==> config.mk <==
export PLATFORM = sky130hd
export DESIGN_NAME = power_button_sequencer
export DESIGN_NICKNAME = d
export VERILOG_FILES = /design/src/pbs_pkg.sv /design/src/pbs_core.sv /design/src/pbs_tx.sv /design/src/power_button_sequencer.sv
export VERILOG_INCLUDE_DIRS = /design/src /design/src/src
export SDC_FILE = /design/constraint.sdc
export NUM_CORES = 1
export LEC_CHECK = 0
export BUFFER_PORTS_ARGS = -buffer_cell sky130_fd_sc_hd__buf_2
export CORE_MARGIN = 3
export CORE_UTILIZATION = 40
export CTS_BUF_LIST = sky130_fd_sc_hd__clkbuf_16
export CTS_CLUSTER_DIAMETER = 150
export DETAILED_ROUTE_END_ITERATION = 10
export HOLD_SLACK_MARGIN = 0.05
export SLEW_MARGIN = 20
export SYNTH_ARGS = -nofsm -noshare
export SYNTH_HDL_FRONTEND = slang
export SYNTH_SLANG_ARGS = --single-unit
==> constraint.sdc <==
create_clock -name aclk -period 9.05 [get_ports aclk]
set_input_delay 1.81 -clock aclk [delete_from_list [all_inputs] [get_ports aclk]]
set_output_delay 1.81 -clock aclk [all_outputs]
set_load 0.01 [all_outputs]
==> src/assert_macros.svh <==
`ifndef ASSERT_MACROS_SVH
`define ASSERT_MACROS_SVH

// Check a property on every rising edge of aclk outside reset.
`define ASSERT_CLK(label, prop, msg) \
    label: assert property (@(posedge aclk) disable iff (!aresetn) (prop)) \
        else $error(msg);

// Check a property on every rising edge of aclk, reset included.
`define ASSERT_ALWAYS(label, prop, msg) \
    label: assert property (@(posedge aclk) (prop)) else $error(msg);

`endif

==> src/pbs_pkg.sv <==
package pbs_pkg;

    localparam int AdcBits = 12;

    localparam int SFieldW = AdcBits + 5;
    localparam int SDataW  = ((SFieldW + 7) / 8) * 8;
    localparam int MDataW  = 16;
    localparam int MUserW  = 3;
    localparam int CfgW    = 16;
    localparam int CfgAddrW = 3;

    localparam int MaxMsgs = 4;

    localparam int PctMax        = 100;
    localparam int PctDivisor    = 27;
    localparam int PctClampLevel = PctDivisor * (PctMax + 1);
    localparam int PctShift      = 16;
    localparam int PctRecip      = ((1 << PctShift) + PctDivisor - 1) / PctDivisor;
    localparam int PctInW        = 12;

    localparam logic [9:0] TimerMax = 10'd1023;

    typedef enum logic [1:0] {
        ST_CHARGING = 2'd0,
        ST_FULL     = 2'd1,
        ST_NOAC     = 2'd2
    } status_t;

    typedef enum logic [1:0] {
        K_PRESS   = 2'd0,
        K_SHORT   = 2'd1,
        K_TOFF    = 2'd2,
        K_PERCENT = 2'd3
    } kind_t;

    typedef enum logic [1:0] {
        CMD_NONE    = 2'd0,
        CMD_OFF     = 2'd1,
        CMD_BATTERY = 2'd2
    } cmd_t;

    typedef enum logic [CfgAddrW-1:0] {
        CFG_ON_HOLD    = 3'd0,
        CFG_OFF_HOLD   = 3'd1,
        CFG_SHORT      = 3'd2,
        CFG_RELEASE    = 3'd3,
        CFG_FORCED_OFF = 3'd4,
        CFG_REPORT_GAP = 3'd5
    } cfg_addr_t;

    typedef struct packed {
        logic [1:0]         host_command;
        logic [AdcBits-1:0] adc_sample;
        logic               charge_pin;
        logic               ac_present;
        logic               button_level;
    } in_item_t;

    typedef struct packed {
        status_t    status;
        kind_t      kind;
        logic [6:0] percent;
    } msg_t;

    typedef struct packed {
        logic                     power_enable;
        logic                     led_white;
        logic                     led_green;
        msg_t [MaxMsgs-1:0]       msgs;
        logic [2:0]               count;
    } batch_t;

    typedef struct packed {
        logic       power_enable;
        logic       led_white;
        logic       led_green;
        logic       tx_valid;
        msg_t       msg;
        logic       last;
    } beat_t;

endpackage

==> src/pbs_core.sv <==
module pbs_core (
    input  logic                          aclk,
    input  logic                          aresetn,
    input  logic                          cfg_we,
    input  logic [pbs_pkg::CfgAddrW-1:0]  cfg_addr,
    input  logic [pbs_pkg::CfgW-1:0]      cfg_wdata,
    input  logic                          step_en,
    input  pbs_pkg::in_item_t             item,
    output pbs_pkg::batch_t               batch_next
);

    typedef struct packed {
        logic                        pressed;
        logic [15:0]                 press_cnt;
        logic [7:0]                  rel_cnt;
        logic                        powered;
        logic                        pending;
        logic                        quick;
        logic [15:0]                 off_cnt;
        logic [7:0]                  blink_cnt;
        pbs_pkg::status_t            status;
        pbs_pkg::status_t            last_status;
        logic [pbs_pkg::AdcBits-1:0] fv;
        logic [6:0]                  pct;
        logic [6:0]                  last_pct;
        logic [9:0]                  rpt_timer;
        logic                        power_pin;
        logic                        white;
        logic                        green;
    } state_t;

    localparam logic [2:0] GreenOnPhase  = 3'd0;
    localparam logic [2:0] GreenOffPhase = 3'd4;

    localparam state_t StateReset = '{
        pressed:     1'b0,
        press_cnt:   16'd0,
        rel_cnt:     8'd0,
        powered:     1'b0,
        pending:     1'b0,
        quick:       1'b0,
        off_cnt:     16'd0,
        blink_cnt:   8'd0,
        status:      pbs_pkg::ST_NOAC,
        last_status: pbs_pkg::ST_NOAC,
        fv:          '0,
        pct:         7'd0,
        last_pct:    7'd0,
        rpt_timer:   10'd0,
        power_pin:   1'b0,
        white:       1'b1,
        green:       1'b1
    };

    state_t      state_reg, state_next;
    logic [15:0] on_hold_reg, off_hold_reg, short_reg;
    logic [7:0]  release_reg;
    logic [9:0]  forced_off_reg, report_gap_reg;

    function automatic pbs_pkg::batch_t push_msg(pbs_pkg::batch_t b, pbs_pkg::status_t st,
                                                 pbs_pkg::kind_t k, logic [6:0] p);
        pbs_pkg::batch_t r;
        r = b;
        r.msgs[b.count[1:0]] = '{status: st, kind: k, percent: p};
        r.count = b.count + 3'd1;
        return r;
    endfunction

    function automatic logic blink_dark(logic [7:0] b);
        return b inside {[8'd0:8'd63], [8'd129:8'd191]};
    endfunction

    always_ff @(posedge aclk) begin
        if (!aresetn) begin
            on_hold_reg    <= 16'd150;
            off_hold_reg   <= 16'd250;
            short_reg      <= 16'd50;
            release_reg    <= 8'd3;
            forced_off_reg <= 10'd999;
            report_gap_reg <= 10'd50;
        end else if (cfg_we) begin
            case (cfg_addr)
                pbs_pkg::CFG_ON_HOLD:    on_hold_reg    <= cfg_wdata;
                pbs_pkg::CFG_OFF_HOLD:   off_hold_reg   <= cfg_wdata;
                pbs_pkg::CFG_SHORT:      short_reg      <= cfg_wdata;
                pbs_pkg::CFG_RELEASE:    release_reg    <= cfg_wdata[7:0];
                pbs_pkg::CFG_FORCED_OFF: forced_off_reg <= cfg_wdata[9:0];
                pbs_pkg::CFG_REPORT_GAP: report_gap_reg <= cfg_wdata[9:0];
                default: ;
            endcase
        end
    end

    always_ff @(posedge aclk) begin
        if (!aresetn) begin
            state_reg <= StateReset;
        end else if (step_en) begin
            state_reg <= state_next;
        end
    end

    always_comb begin
        state_t                      s;
        pbs_pkg::batch_t             b;
        logic [pbs_pkg::AdcBits+1:0] fsum;
        logic [31:0]                 fv_ext;
        logic [23:0]                 prod;

        s = state_reg;
        b = '0;

        if (!item.button_level && !s.pressed) begin
            s.white     = 1'b0;
            s.green     = 1'b0;
            s.press_cnt = '0;
            b           = push_msg(b, s.status, pbs_pkg::K_PRESS, 7'd0);
            s.pressed   = 1'b1;
        end else if (!item.button_level) begin
            if (s.press_cnt != 16'hFFFF) begin
                s.press_cnt = s.press_cnt + 16'd1;
                if (!s.powered) begin
                    if (s.press_cnt == on_hold_reg) begin
                        s.power_pin = 1'b1;
                        s.white     = 1'b0;
                        s.green     = 1'b1;
                        s.pending   = 1'b1;
                    end
                end else if (s.press_cnt == off_hold_reg) begin
                    b       = push_msg(b, s.status, pbs_pkg::K_TOFF, 7'd0);
                    s.white = 1'b0;
                    s.green = 1'b0;
                    s.quick = 1'b1;
                    s.off_cnt = '0;
                end
            end
        end else if (s.pressed) begin
            if (s.rel_cnt >= release_reg) begin
                if (s.pending) begin
                    s.powered = 1'b1;
                    s.pending = 1'b0;
                end
                if (s.press_cnt < short_reg) begin
                    b = push_msg(b, s.status, pbs_pkg::K_SHORT, 7'd0);
                end
                s.press_cnt = 16'hFFFF;
                s.rel_cnt   = '0;
                s.pressed   = 1'b0;
            end else begin
                s.rel_cnt = s.rel_cnt + 8'd1;
            end
        end

        if (!s.quick) begin
            if (!s.pressed) begin
                if (item.ac_present) begin
                    if (!item.charge_pin) begin
                        s.status    = pbs_pkg::ST_CHARGING;
                        s.blink_cnt = s.blink_cnt + 8'd1;
                        if (blink_dark(s.blink_cnt)) begin
                            s.white = 1'b0;
                            s.green = s.powered;
                        end else begin
                            s.white = 1'b1;
                            s.green = 1'b0;
                        end
                    end else begin
                        s.status = pbs_pkg::ST_FULL;
                        s.white  = !s.powered;
                        s.green  = s.powered;
                    end
                end else begin
                    s.status = pbs_pkg::ST_NOAC;
                    s.white  = 1'b0;
                    s.green  = s.powered;
                end
            end
            if (s.last_status != s.status) begin
                if (s.powered) begin
                    b = push_msg(b, s.status, pbs_pkg::K_PERCENT, s.pct);
                end
                s.last_status = s.status;
            end
        end else begin
            if (s.off_cnt < {6'd0, forced_off_reg}) begin
                s.off_cnt = s.off_cnt + 16'd1;
                if (s.off_cnt == {6'd0, forced_off_reg}) begin
                    s.quick     = 1'b0;
                    s.power_pin = 1'b0;
                    s.white     = 1'b0;
                    s.green     = 1'b0;
                    s.powered   = 1'b0;
                    s.off_cnt   = 16'hFFFF;
                end
            end
            s.blink_cnt = s.blink_cnt + 8'd1;
            s.white     = 1'b0;
            if (s.blink_cnt[2:0] == GreenOnPhase) begin
                s.green = 1'b1;
            end else if (s.blink_cnt[2:0] == GreenOffPhase) begin
                s.green = 1'b0;
            end
        end

        case (item.host_command)
            pbs_pkg::CMD_OFF: begin
                s.quick     = 1'b0;
                s.power_pin = 1'b0;
                s.white     = 1'b0;
                s.green     = 1'b0;
                s.powered   = 1'b0;
            end
            pbs_pkg::CMD_BATTERY: begin
                b = push_msg(b, s.status, pbs_pkg::K_PERCENT, s.pct);
            end
            default: ;
        endcase

        fsum = ({2'b00, s.fv} << 1) + {2'b00, s.fv} + {2'b00, item.adc_sample}
             + (pbs_pkg::AdcBits + 2)'(2);
        s.fv   = fsum[pbs_pkg::AdcBits+1:2];
        fv_ext = 32'(s.fv);
        prod   = 24'(fv_ext[pbs_pkg::PctInW-1:0]) * 24'(pbs_pkg::PctRecip);
        if (fv_ext >= 32'(pbs_pkg::PctClampLevel)) begin
            s.pct = 7'(pbs_pkg::PctMax);
        end else begin
            s.pct = prod[pbs_pkg::PctShift+6:pbs_pkg::PctShift];
        end

        if (s.rpt_timer != pbs_pkg::TimerMax) begin
            s.rpt_timer = s.rpt_timer + 10'd1;
        end
        if (s.last_pct != s.pct && s.rpt_timer > report_gap_reg) begin
            if (s.powered) begin
                b = push_msg(b, s.status, pbs_pkg::K_PERCENT, s.pct);
            end
            s.rpt_timer = '0;
            s.last_pct  = s.pct;
        end

        b.power_enable = s.power_pin;
        b.led_white    = s.white;
        b.led_green    = s.green;

        state_next = s;
        batch_next = b;
    end

endmodule

==> src/pbs_tx.sv <==
module pbs_tx (
    input  logic            aclk,
    input  logic            aresetn,
    input  logic            load,
    input  pbs_pkg::batch_t batch_in,
    output logic            batch_ready,
    output logic            beat_valid,
    input  logic            beat_ready,
    output pbs_pkg::beat_t  beat
);

    pbs_pkg::batch_t batch_reg;
    logic            valid_reg;
    logic [1:0]      idx_reg;
    logic [1:0]      last_idx;
    logic            is_last;
    logic            beat_done;

    assign last_idx    = (batch_reg.count == 3'd0) ? 2'd0 : 2'(batch_reg.count - 3'd1);
    assign is_last     = (idx_reg == last_idx);
    assign beat_done   = valid_reg && beat_ready;
    assign batch_ready = !valid_reg || (beat_done && is_last);
    assign beat_valid  = valid_reg;

    always_ff @(posedge aclk) begin
        if (!aresetn) begin
            valid_reg <= 1'b0;
            idx_reg   <= '0;
        end else if (load) begin
            valid_reg <= 1'b1;
            idx_reg   <= '0;
        end else if (beat_done && is_last) begin
            valid_reg <= 1'b0;
        end else if (beat_done) begin
            idx_reg <= idx_reg + 2'd1;
        end
    end

    always_ff @(posedge aclk) begin
        if (load) begin
            batch_reg <= batch_in;
        end
    end

    always_comb begin
        beat.power_enable = batch_reg.power_enable;
        beat.led_white    = batch_reg.led_white;
        beat.led_green    = batch_reg.led_green;
        beat.tx_valid     = (batch_reg.count != 3'd0);
        beat.msg          = beat.tx_valid ? batch_reg.msgs[idx_reg] : '0;
        beat.last         = is_last;
    end

endmodule

==> src/power_button_sequencer.sv <==
// Power button sequencer, one input beat per 20 ms tick.
// s_ channel: one beat per tick with the button, AC-present and charger
// pins, a converter sample and the decoded host command.
// m_ channel: one to four beats per tick. Each beat carries the pin levels
// after the tick (same in every beat of a tick); a beat with tx_valid set
// carries a host message, a tick without messages gives one quiet beat.
// m_tlast marks the last beat of a tick.
// cfg port: write cfg_wdata to register cfg_addr while the block is idle.
// Path: an input register holds each taken input beat and feeds the state
// update, whose result is held in a tick buffer; m_tvalid rises once the
// buffer is loaded, and the m_ channel drains it one beat per cycle while
// m_tready is high. A waiting tick enters the buffer in the same cycle that
// the last beat of the previous tick (1 to 4 beats) is taken.
// Reset: the state and configuration registers take their defaults, power
// off, both LEDs on, no beat pending.
// Stall: a stalled m_ beat holds; one further tick waits in the input
// register, then s_tready drops.
module power_button_sequencer (
    input  logic                          aclk,
    input  logic                          aresetn,
    input  logic                          cfg_we,
    input  logic [pbs_pkg::CfgAddrW-1:0]  cfg_addr,
    input  logic [pbs_pkg::CfgW-1:0]      cfg_wdata,
    input  logic                          s_tvalid,
    output logic                          s_tready,
    // button_level, ac_present, charge_pin, adc_sample, host_command
    input  logic [pbs_pkg::SDataW-1:0]    s_tdata,
    output logic                          m_tvalid,
    input  logic                          m_tready,
    // power_enable, led_white, led_green, tx_status, tx_percent
    output logic [pbs_pkg::MDataW-1:0]    m_tdata,
    // tx_valid, tx_kind
    output logic [pbs_pkg::MUserW-1:0]    m_tuser,
    output logic                          m_tlast
);

    `include "assert_macros.svh"

    logic              in_valid_reg;
    pbs_pkg::in_item_t in_item_reg;
    logic              load;
    logic              batch_ready;
    pbs_pkg::batch_t   batch_next;
    pbs_pkg::beat_t    beat;

    assign load     = in_valid_reg && batch_ready;
    assign s_tready = !in_valid_reg || load;

    always_ff @(posedge aclk) begin
        if (!aresetn) begin
            in_valid_reg <= 1'b0;
        end else if (s_tready) begin
            in_valid_reg <= s_tvalid;
        end
    end

    always_ff @(posedge aclk) begin
        if (s_tvalid && s_tready) begin
            in_item_reg <= pbs_pkg::in_item_t'(s_tdata[pbs_pkg::SFieldW-1:0]);
        end
    end

    pbs_core u_core (
        .aclk       (aclk),
        .aresetn    (aresetn),
        .cfg_we     (cfg_we),
        .cfg_addr   (cfg_addr),
        .cfg_wdata  (cfg_wdata),
        .step_en    (load),
        .item       (in_item_reg),
        .batch_next (batch_next)
    );

    pbs_tx u_tx (
        .aclk        (aclk),
        .aresetn     (aresetn),
        .load        (load),
        .batch_in    (batch_next),
        .batch_ready (batch_ready),
        .beat_valid  (m_tvalid),
        .beat_ready  (m_tready),
        .beat        (beat)
    );

    assign m_tdata = {4'd0, beat.msg.percent, beat.msg.status,
                      beat.led_green, beat.led_white, beat.power_enable};
    assign m_tuser = {beat.msg.kind, beat.tx_valid};
    assign m_tlast = beat.last;

    `ASSERT_CLK(a_quiet_is_last, m_tvalid && !m_tuser[0] |-> m_tlast,
                "quiet beat not marked last")
    `ASSERT_CLK(a_pct_range, m_tvalid |-> m_tdata[11:5] <= 7'd100,
                "battery percentage above 100")
    `ASSERT_CLK(a_pct_kind, m_tvalid && m_tuser[0] && m_tuser[2:1] != pbs_pkg::K_PERCENT
                |-> m_tdata[11:5] == 7'd0, "percentage on non-battery message")
    `ASSERT_CLK(a_in_hold, in_valid_reg && !load |=> in_valid_reg && $stable(in_item_reg),
                "waiting tick lost from input register")

endmodule

==> results.toml <==
[layout]
final_util_pct = 45.2
n_antenna_cell = 0
regArea_um2 = 5430
largest_reg_flops = 95
synthToLayoutAreaGrowth_pct = 11.1
multiInputGateArea_um2 = 10400
drive_above_1_share_pct = 9.91
fill_cells = 4014
nets = 2174

[clocking]
clk_path_buf_depth = 3
cts.sinks = 239
cts-root-buf = "clkbuf_16"
postCtsHoldBufs = 0
insertion_delay_ns = 0.57
cts_tree = "built"
htreeDepth = 1
cts_buffers = 28
clk_pin_slew_ns = 0.06

[grt]
track_usage_pct = 19.2
grt_pass1_vias = 13300
grt_pass1_wl_mm = 70.0
antenna_found_initial = 0
grt_start_max_net_pins = 96
grt_overflow = 0

[floorplan]
pin_count = 70
die_h_um = 210
fp-row-count = 74
fp.coreArea_um2 = 41000
die_area_um2 = 44300
die_x_um = 210
initial_core_util_pct = 40.7

[detailed_routing]
final_antenna_net_count = 0
totalWireLength_mm = 42.7
viasPerCell = 5.46
first_iter_violations = 910
dr.pass1.iters = 7
wl_per_cell_um = 17.2
vias = 13500
drc = 0

[worst_setup_path]
crit_required_ns = 9.33
worst-endpoint-arrival_ns = 8.87
cp-end-kind = "flop"
slowest_delay_ns = 0.54
path_max_fanout = 4
reg2reg_from = "in_item_reg[5]"
critical_path_class = "reg2reg"
reg2reg_slack_ns = 0.46
worst_r2r_path_depth = 30
worstReg2RegEnd = "u_tx.batch_reg[11]"
worst_path_most_repeated_cell = "fa_1"
cp_slowest_cell = "fa_1"
start_kind = "flop"

[min_path]
hp-class = "reg2reg"
holdPathStages = 2
min_from = "u_core.release_reg[6]"
hold_path_end = "u_core.release_reg[6]"

[yosys]
ys.flop_type = "dfxtp_1"
syn_area_per_cell_um2 = 8.83
yosys-top-cells-count = "nand2_1, dfxtp_1, a21oi_1"
ys_types = 94
yosys_warnings = 0
ys_seq_area_share_pct = 32.5
synth-async-reset-ratio_pct = 0
synth_edf_count = 64
ys_seq_elements = 239
yosysTopAreaCellShare_pct = 21.0
syn-instance-count = 1893
syn_area_um2 = 16700
synth_largest_area_cell = "dfxtp_1"
synth_area_leaders = "dfxtp_1, edfxtp_1, ha_1"
yosys.cell_count.top_type = "nand2_1"

[timing]
finClkSkew_ns = 0.0222
relSlewSlack_pct = 25.6
hold_slack_ns = 0.453
fin_setup_tns_ns = 0
slew_violations = 0
fmax_ghz = 0.116
rsz0062_at_grt = "no"
worst_pin_slew_ns = 1.10
fin_crit_ns = 8.59
hold_violations = 0
fin_crit_sh_pct = 94.9
finalSetupViolCount = 0

[place]
gp_congestion = 0.866
port_buffers = 58
place_hpwl_mm = 30.3

[outcome]
status = "finished clean"

[flow_run]
drv_cap = 0
-- how the worst max path moves through the flow --
| stage | from | end | cells after the start |
|---|---|---|---|
| after global routing | in_item_reg[5] | u_tx.batch_reg[30] | 33 |
| after detailed placement | in_item_reg[5] | u_tx.batch_reg[41] | 33 |
| after global placement | in_item_reg[5] | u_tx.batch_reg[38] | 33 |
| final | in_item_reg[5] | u_tx.batch_reg[11] | 30 |
| after CTS | in_item_reg[5] | u_tx.batch_reg[11] | 30 |
| after floorplan | in_item_reg[10] | u_tx.batch_reg[24] | 33 |
-- worst max-delay path, delay by kind of cell, from the launching register on --
family / cells / cell delay (ns)
buffers and inverters: 4 / 0.28
flip-flops: 1 / 0.40
AND/OR/NAND/NOR: 5 / 1.46
XOR/XNOR: 1 / 0.16
AO/OA/AOI/OAI: 11 / 2.14
multiplexers: 1 / 0.37
adder cells (fa/ha/maj): 8 / 3.51
-- metal layers --
layer  vias up  share of wire (%)  global-route usage, %
met3        61                4.7                   2.46
met2       303                 46                   31.7
met5         -                  0                      0
met4         0                2.4                   5.50
li1       6659                  -                      -
met1      6509                 47                   26.7
-- repair_timing --
item                                    4_1_cts  5_1_grt
endpoints found under the setup margin       16       61
resized for setup                             2       10
buffers inserted                              0        2
endpoints found under the hold margin         0        0
-- through the flow --
stage               instance area [um2]  worst slack [ns]  std cells
detailed placement                17500            -0.195       2426
floorplan                         16700             0.372       1896
global route                      18600           0.00353       2480
CTS                               18500            0.0268       2478
finish                            18600             0.457       2480
global placement                  17500           -0.0525       2426
-- cell type report --
cell class / instances / area share, %
Clock buffer: 29 / 3.91
Clock inverter: 23 / 1.30
Inverter: 152 / 3.09
Multi-Input combinational cell: 1417 / 56.1
Sequential cell: 239 / 29.2
Tap cell: 532 / 3.59
Timing Repair Buffer: 88 / 2.80
-- layout by cell type (no fill, tap or decap), drive strengths merged, types with 8 or more instances in the layout --
cell    Yosys  layout
nor3b      10      10
buf        27      88
nor2b      36      36
nand3      73      73
o21ai      71      71
dfxtp     175     175
nor2      111     111
clkinv      2      14
xor2       38      38
and3       19      19
nand4      20      20
nand2     276     276
inv       150     155
a21boi      8       8
a31oi      16      16
mux4        9       9
o21a        9       9
nor4       14      14
mux2i      44      44
fa         52      52
and2       14      14
xnor3       8       8
o31ai      11      11
a21o       26      26
xnor2      58      58
a211oi     16      16
a21oi     165     165
edfxtp     64      64
nand2b     19      19
ha        148     148
o211ai     26      26
nor3       32      32
clkbuf     61      29
-- kinds of logic after synthesis --
kind of cell | Yosys count | synth area share, %
XOR/XNOR | 104 | 6.11
adder cells (fa/ha/maj) | 200 | 17.3
AND/OR/NAND/NOR | 656 | 19.2
flip-flops | 239 | 32.5
other | 1 | 0.0224
buffers and inverters | 240 | 5.85
AO/OA/AOI/OAI | 398 | 15.1
multiplexers | 55 | 3.98
Power is left out: the tool's default activity adds up to more than one toggle a clock period on the data nets, which glitch-free logic cannot reach.
